### config.mk
export PLATFORM = sky130hd
export DESIGN_NAME = fat_merge
export DESIGN_NICKNAME = d
export VERILOG_FILES = /design/src/rtl/fat_pkg.sv /design/src/rtl/fat_merge.sv
export SDC_FILE = /design/constraint.sdc
export NUM_CORES = 1
export LEC_CHECK = 0
export BUFFER_PORTS_ARGS = -buffer_cell sky130_fd_sc_hd__buf_2
export CAP_MARGIN = 10
export CORE_MARGIN = 1
export CORE_UTILIZATION = 61
export CTS_CLUSTER_SIZE = 25
export DETAILED_ROUTE_END_ITERATION = 7
export PLACE_DENSITY_LB_ADDON = 0.08
export SETUP_SLACK_MARGIN = 0.15
export SLEW_MARGIN = 25
export SYNTH_ARGS = -nofsm -noshare
export SYNTH_HDL_FRONTEND = slang
export SYNTH_SLANG_ARGS = --single-unit
### constraint.sdc
create_clock -name i_clk -period 7 [get_ports i_clk]
set_input_delay 0.35 -clock i_clk [delete_from_list [all_inputs] [get_ports i_clk]]
set_output_delay 0.35 -clock i_clk [all_outputs]
set_load 0.005 [all_outputs]
### src/rtl/fat_pkg.sv
// Shared types and constants for the four-anchor trilateration core.
package fat_pkg;

    localparam int DIST_W   = 15;
    localparam int EXT_W    = 15;
    localparam int SQ_W     = 2 * DIST_W;
    localparam int NUM_W    = SQ_W + 2;
    localparam int DEN_W    = EXT_W + 1;
    localparam int RAD_W    = SQ_W;
    localparam int ROOT_W   = RAD_W / 2;
    localparam int OTH_W    = EXT_W + 2;
    localparam int SUM_W    = NUM_W + 2;
    localparam int POS_W    = 16;
    localparam int N_LANES  = 4;
    localparam int LANE_LAT = 2 + NUM_W + 2 + ROOT_W + 1;
    localparam int MRG_LAT  = 2;
    localparam int PIPE_LAT = LANE_LAT + MRG_LAT;

    localparam logic [EXT_W-1:0] EXT_RESET = EXT_W'(1000);

    typedef enum logic {
        CFG_LENGTH = 1'b0,
        CFG_WIDTH  = 1'b1
    } t_cfg_idx;

    typedef struct packed {
        logic [DIST_W-1:0] p;
        logic [SQ_W-1:0]   p2;
        logic              neg;
        logic              dz;
    } t_pre_side;

    typedef struct packed {
        logic signed [NUM_W-1:0] lin;
        logic                    err;
    } t_post_side;

    typedef struct packed {
        logic signed [NUM_W-1:0] lin;
        logic signed [OTH_W-1:0] oth;
        logic                    err;
    } t_lane_res;

endpackage

### src/rtl/fat_merge.sv
// Sums the four estimates, divides by four toward zero and saturates.
module fat_merge (
    input  logic                              i_clk,
    input  logic                              i_en,
    input  fat_pkg::t_lane_res                i_lane [fat_pkg::N_LANES],
    output logic signed [fat_pkg::POS_W-1:0]  o_pos_x,
    output logic signed [fat_pkg::POS_W-1:0]  o_pos_y,
    output logic                              o_err
);
    import fat_pkg::*;

    logic signed [SUM_W-1:0] r_sx, r_sy;
    logic                    r_err;
    logic signed [POS_W-1:0] r_x, r_y;
    logic                    r_err_o;

    function automatic logic signed [POS_W-1:0] avg_sat(input logic signed [SUM_W-1:0] s);
        logic signed [SUM_W-1:0] q;
        q = (s + (s[SUM_W-1] ? SUM_W'(3) : SUM_W'(0))) >>> 2;
        if (q > $signed(SUM_W'(32767)))       avg_sat = 16'sh7FFF;
        else if (q < -$signed(SUM_W'(32768))) avg_sat = 16'sh8000;
        else                                  avg_sat = q[POS_W-1:0];
    endfunction

    always_ff @(posedge i_clk) begin
        if (i_en) begin
            r_sx <= SUM_W'(i_lane[0].lin) + SUM_W'(i_lane[1].oth)
                  + SUM_W'(i_lane[2].lin) + SUM_W'(i_lane[3].oth);
            r_sy <= SUM_W'(i_lane[0].oth) + SUM_W'(i_lane[1].lin)
                  + SUM_W'(i_lane[2].oth) + SUM_W'(i_lane[3].lin);
            r_err   <= i_lane[0].err | i_lane[1].err | i_lane[2].err | i_lane[3].err;
            r_x     <= avg_sat(r_sx);
            r_y     <= avg_sat(r_sy);
            r_err_o <= r_err;
        end
    end

    assign o_pos_x = r_x;
    assign o_pos_y = r_y;
    assign o_err   = r_err_o;

endmodule

==> results.yml, run 1 <==
status:
  status: "finished clean"
sta:
  post-route-period-util: 0.637
  max_freq_mhz: 224
  slew-limit-headroom: 0.395
  hold_viol_final: 0
  report.final.slew_viol_count: 0
  worst-slew-pin-transition_ns: 0.908
  setup_violations: 0
  skew_ns: 0.00809
  tns_ns: 0
  finalCriticalPeriod_ns: 4.46
  holdWs_ns: 0.262
  rsz0062_at_grt: "no"
clocking:
  numCtsBuffers: 9
  post_cts_buffers: 0
  cts_tree: "yes"
  cts_max_level: 3
  cts_hold_buf: 0
  cts_resized: 0
  clockRootBuffer: "clkbuf_16"
  clk_latency_ns: 0.35
  ctsLongestPathBuffers: 2
  path_clk_slew_ns: 0.06
  cts_sinks: 102
pwr:
  p_total_mw: 3.88
  ir_drop_v: 0.000231
  leakagePower_nw: 6.40
  power.density_nw_per_um2: 299
setup_path:
  cp_slowest_cell: "or4b_2"
  crit_path_end_kind: "flip-flop"
  start_kind: "input port"
  cp_common_cell: "a21o_1"
  worst-r2r-setup-slack_ns: 3.44
  cp.required_ns: 7.10
  cp.arrival_ns: 4.56
  criticalPathCategory: "input port to flip-flop"
  critical-path-max-stage-delay_ns: 0.64
  crit_chain: "buf_2, inv_1, fa_1, fa_1, inv_1, ha_1, a21o_1, a21o_1, a21oi_1, o21ai_0, a21o_1, a21oi_1, o21ai_1, or4b_2, and3_1"
  cp_max_fo: 13
flow_run:
  drv_cap: 0
layout:
  drive_gt1_frac: 0.201
  nets: 1790
  nFillCells: 1407
  fin_util: 0.719
  diodes: 0
  syn_to_final_growth_pct: 15.2
detailed_routing:
  drt_iter0_markers: 345
  firstDrtPassIters: 5
  wl_per_cell_um: 12.9
  vias: 8422
  ant_nets: 0
  drc: 0
  vias_per_cell: 5.19
  wirelength_um: 21000
floorplanning:
  initial_core_util: 0.624
  io_pins: 235
  die_w_um: 138
  rows: 49
  die_h_um: 138
  core_um2: 18000
  die_area_um2: 19000
synth:
  synthCells: 1152
  synthArstFlopShare: 0
  synth_area_leaders: "edfxtp_1 27%, fa_1 23%, inv_1 10%"
  ys_seq_elements: 102
  synth_ff_type: "edfxtp_1"
  syn_area_um2: 11200
  synth_warnings: 0
  syn_nets: 1552
  synth.avg_cell_area_um2: 9.76
  ys_seq_area_frac: 0.272
  synth.distinct_cells: 75
  synth_edf_count: 102
  synth.most_common_cell: "inv_1"
  ys_top_cells_by_count: "299 x inv_1, 130 x fa_1, 102 x edfxtp_1, 68 x ha_1, 61 x xnor2_1"
  synth_area_leader_cell: "edfxtp_1"
  synth_top_area_share: 0.272
placement:
  hpwl_um: 18200
  gp_congestion: 0.855
  io_buffers: 234
global_route:
  grt_overflow: 0
  grt_max_degree: 76
  grt_usage: 0.236
  first_global_vias: 8146
  grt_pass1_wl_um: 35300
  antenna_found_initial: 0
min_path:
  hp-class: "input port to flip-flop"
## metrics by stage
| step | area, um^2 | instances | setup WS, ns |
|---|---|---|---|
| floorplan | 11200 | 1152 | 2.64 |
| global placement | 12700 | 1608 | 2.24 |
| detailed placement | 12700 | 1608 | 2.17 |
| CTS | 13000 | 1624 | 2.53 |
| global route | 13000 | 1624 | 2.16 |
| finish | 13000 | 1624 | 2.54 |
## critical path, delay by kind of cell
| family | cells | cell delay, ns |
|---|---|---|
| AO/OA/AOI/OAI | 7 | 1.16 |
| AND/OR/NAND/NOR | 2 | 0.82 |
| adder cells (fa/ha/maj) | 3 | 1.42 |
| buffers and inverters | 3 | 0.80 |
## cells in the final DEF (no fill, tap or decap), types with 16 or more instances in the layout
| master | n |
|---|---|
| nor2_1 | 46 |
| edfxtp_1 | 102 |
| xor2_1 | 39 |
| nand2_1 | 53 |
| a21o_1 | 27 |
| ha_1 | 68 |
| xnor2_1 | 61 |
| nand3_1 | 28 |
| nand4_1 | 16 |
| o21ai_0 | 51 |
| inv_1 | 299 |
| a21oi_1 | 54 |
| fa_1 | 130 |
| buf_2 | 233 |
## sequential cells by signal, indices dropped and copies added (netlist names)
name and cells:
o_pos_x 16, o_err 1, r_sy 34, r_err 1, o_pos_y 16, r_sx 34
## layout make-up
cell class                 instances  area [um^2]  share of cell area
tap                              229          287              0.0221
multi-input combinational        742         7000               0.541
timing repair buffer             236         1190              0.0918
inverter                         299         1120              0.0866
clock inverter                     6         62.6             0.00483
sequential                       102         3060               0.236
clock buffer                      10          229              0.0177
## report_power, final
part           switching, mW  internal [mW]
combinational           1.13          0.948
clock                  0.212          0.276
sequential             0.214           1.09
## worst paths after layout
kind	start	end	depth (start not counted)
setup reg to reg	r_sy[33]	o_pos_y[6]	10
hold / removal	i_lane[0]	r_err	2
setup / recovery	i_lane[17]	r_sx[33]	15
hold reg to reg	r_err	o_err	0
## kinds of logic after synthesis
logic type,count (synthesis),synth area share
adders and majority gates,198,0.307
DFF,102,0.272
muxes,4,0.00367
buffers and inverters,308,0.105
and+or+nand+nor,221,0.107
AOI/OAI and AO/OA,219,0.127
xor gates and xnor gates,100,0.0779
## per-layer routing
layer,up-vias,GRT usage,share of wire
met5,-,0,0
met2,163,0.433,0.53
met1,3958,0.281,0.42
met4,0,0.103,0.031
met3,35,0.0221,0.024
li1,4266,-,-
(Power assumes the default switching activity.)
==> inputs of run 2 (changes only) <==
Settings changed: ABC_AREA set to 1, CORE_UTILIZATION 61 to 53.
Clock period 7 ns to 3.9 ns, I/O delays scaled along.
==> run 2 against run 1 <==
Against the previous run:
- clock-buffer cell count stayed put
- power is 100% higher
- sequential power is 79% higher
- largest power group unchanged
- flip-flop and latch count stayed put
- non-clock buffer count is 6 higher
- first-iteration DRC count is 100% higher
- die area is 29% higher
==> results.yml, run 2 <==
status:
  status: "finished clean"
synth:
  synth.avg_cell_area_um2: 7.56
  synth_top_area_share: 0.242
  ys_seq_elements: 102
  synth.distinct_cells: 37
  ys_seq_area_frac: 0.242
  synth_warnings: 0
  syn_area_um2: 12700
  synth_edf_count: 102
  synthArstFlopShare: 0
  ys_top_cells_by_count: "411 x nand2_1, 410 x inv_1, 176 x nor2_1, 130 x fa_1, 102 x edfxtp_1"
  synthCells: 1676
  synth_ff_type: "edfxtp_1"
  synth.most_common_cell: "nand2_1"
  syn_nets: 2076
  synth_area_leader_cell: "edfxtp_1"
  synth_area_leaders: "edfxtp_1 24%, fa_1 21%, nand2_1 12%"
sta:
  hold_viol_final: 0
  setup_violations: 0
  holdWs_ns: 0.136
  post-route-period-util: 0.853
  worst-slew-pin-transition_ns: 0.873
  slew-limit-headroom: 0.417
  finalCriticalPeriod_ns: 3.33
  setup_slack_ns: 0.574
  tns_ns: 0
  report.final.slew_viol_count: 0
  skew_ns: 0.00849
  rsz0062_at_grt: "no"
  max_freq_mhz: 301
detailed_routing:
  vias: 11000
  drt_iter0_markers: 695
  firstDrtPassIters: 6
  ant_nets: 0
  vias_per_cell: 4.87
  top_layer_used: "met4"
  wirelength_um: 29000
  wl_met2_um: 12200
  wl_per_cell_um: 12.9
  m1WireLength_um: 14500
  met3_length_um: 2010
  drc: 0
floorplanning:
  die_w_um: 157
  die_h_um: 157
  rows: 56
  io_pins: 235
  die_area_um2: 24500
  initial_core_util: 0.540
  core_um2: 23500
setup_path:
  cp_max_fo: 4
  cp.required_ns: 4.00
  cp_slowest_cell: "fa_1"
  critical-path-max-stage-delay_ns: 0.54
  criticalPathCategory: "input port to flip-flop"
  cp_common_cell: "nand2_1"
  worst-r2r-setup-slack_ns: 1.16
  crit_path_end_kind: "flip-flop"
  start_kind: "input port"
  reg2reg_depth: 12
  crit_chain: "buf_2, inv_1, fa_1, inv_1, fa_1, ha_1, nand2_1, o21ai_0, nand2_1, nand2_1, a21boi_0, o21ai_0, a21oi_1, xnor2_1"
  cp.arrival_ns: 3.42
placement:
  placedInstanceArea_um2: 14300
  place_ws_ns: 0.244
  io_buffers: 234
  hpwl_um: 25400
  dpl.cell_count: 2233
  gp_congestion: 0.914
layout:
  fin_util: 0.619
  fin_cells: 2249
  drive_gt1_frac: 0.146
  reg.largest.list: "r_sx: 34 flops, r_sy: 34 flops"
  design_area_um2: 14500
  nets: 2325
  syn_to_final_growth_pct: 14.6
  diodes: 0
  final_cell_mix: "411 x nand2_1, 410 x inv_1, 233 x buf_2"
  mostFrequentLayoutCell: "nand2_1"
pwr:
  ir_drop_v: 0.000278
  p_total_mw: 7.80
  leakagePower_nw: 7.65
  power.density_nw_per_um2: 538
min_path:
  hp-class: "input port to flip-flop"
  hold_depth: 2
clocking:
  cts_sinks: 102
  clockRootBuffer: "clkbuf_16"
  cts_max_level: 3
  numCtsBuffers: 9
  cts_hold_buf: 0
  path_clk_slew_ns: 0.07
  cts_tree: "yes"
  clk_latency_ns: 0.36
  ctsLongestPathBuffers: 2
  cts_resized: 0
  post_cts_buffers: 0
global_route:
  grt_max_degree: 59
  first_global_vias: 10400
  grt_pass1_wl_um: 48600
  grt_overflow: 0
  antenna_found_initial: 0
  grt_usage: 0.249
flow_run:
  drv_cap: 0
[run 2: logic make-up (layout without fill, tap and decap cells)]
family / Yosys count / after routing / synth area share
AND/OR/NAND/NOR: 721 / 721 / 0.235
buffers and inverters: 416 / 670 / 0.126
adder cells (fa/ha/maj): 198 / 198 / 0.273
AO/OA/AOI/OAI: 160 / 160 / 0.0697
flip-flops: 102 / 102 / 0.242
XOR/XNOR: 79 / 79 / 0.0552
[run 2: layer usage]
metal | global-route usage | vias up
li1 | - | 5625
met1 | 0.368 | 4929
met2 | 0.391 | 384
met3 | 0.0302 | 23
met4 | 0.0495 | 0
met5 | 0 | -
[run 2: critical path: cells and delay by family]
family                   cells  cell delay (ns)
AO/OA/AOI/OAI                4             1.13
adder cells (fa/ha/maj)      3             1.34
XOR/XNOR                     1             0.18
buffers and inverters        3             0.18
AND/OR/NAND/NOR              3             0.37
[run 2: area by class of cell]
| class | instances | area, um^2 |
|---|---|---|
| clock buffer | 10 | 229 |
| multi-input combinational | 1158 | 8010 |
| sequential | 102 | 3060 |
| fill | 2181 | 8950 |
| inverter | 412 | 1550 |
| clock inverter | 6 | 37.5 |
| tap | 319 | 399 |
| timing repair buffer | 242 | 1230 |
[run 2: path summary, 6_finish.rpt]
path	start	to
min	i_lane[151]	r_sy[0]
min reg2reg	r_err	o_err
max reg2reg	r_sy[33]	o_pos_y[12]
max	i_lane[4]	r_sx[20]
[run 2: where the power goes]
group / internal, mW / switching [mW] / total (mW)
Clock: 0.431 / 0.404 / 0.835
Sequential: 1.95 / 0.399 / 2.35
Combinational: 1.73 / 2.89 / 4.62
Total: 4.11 / 3.69 / 7.80
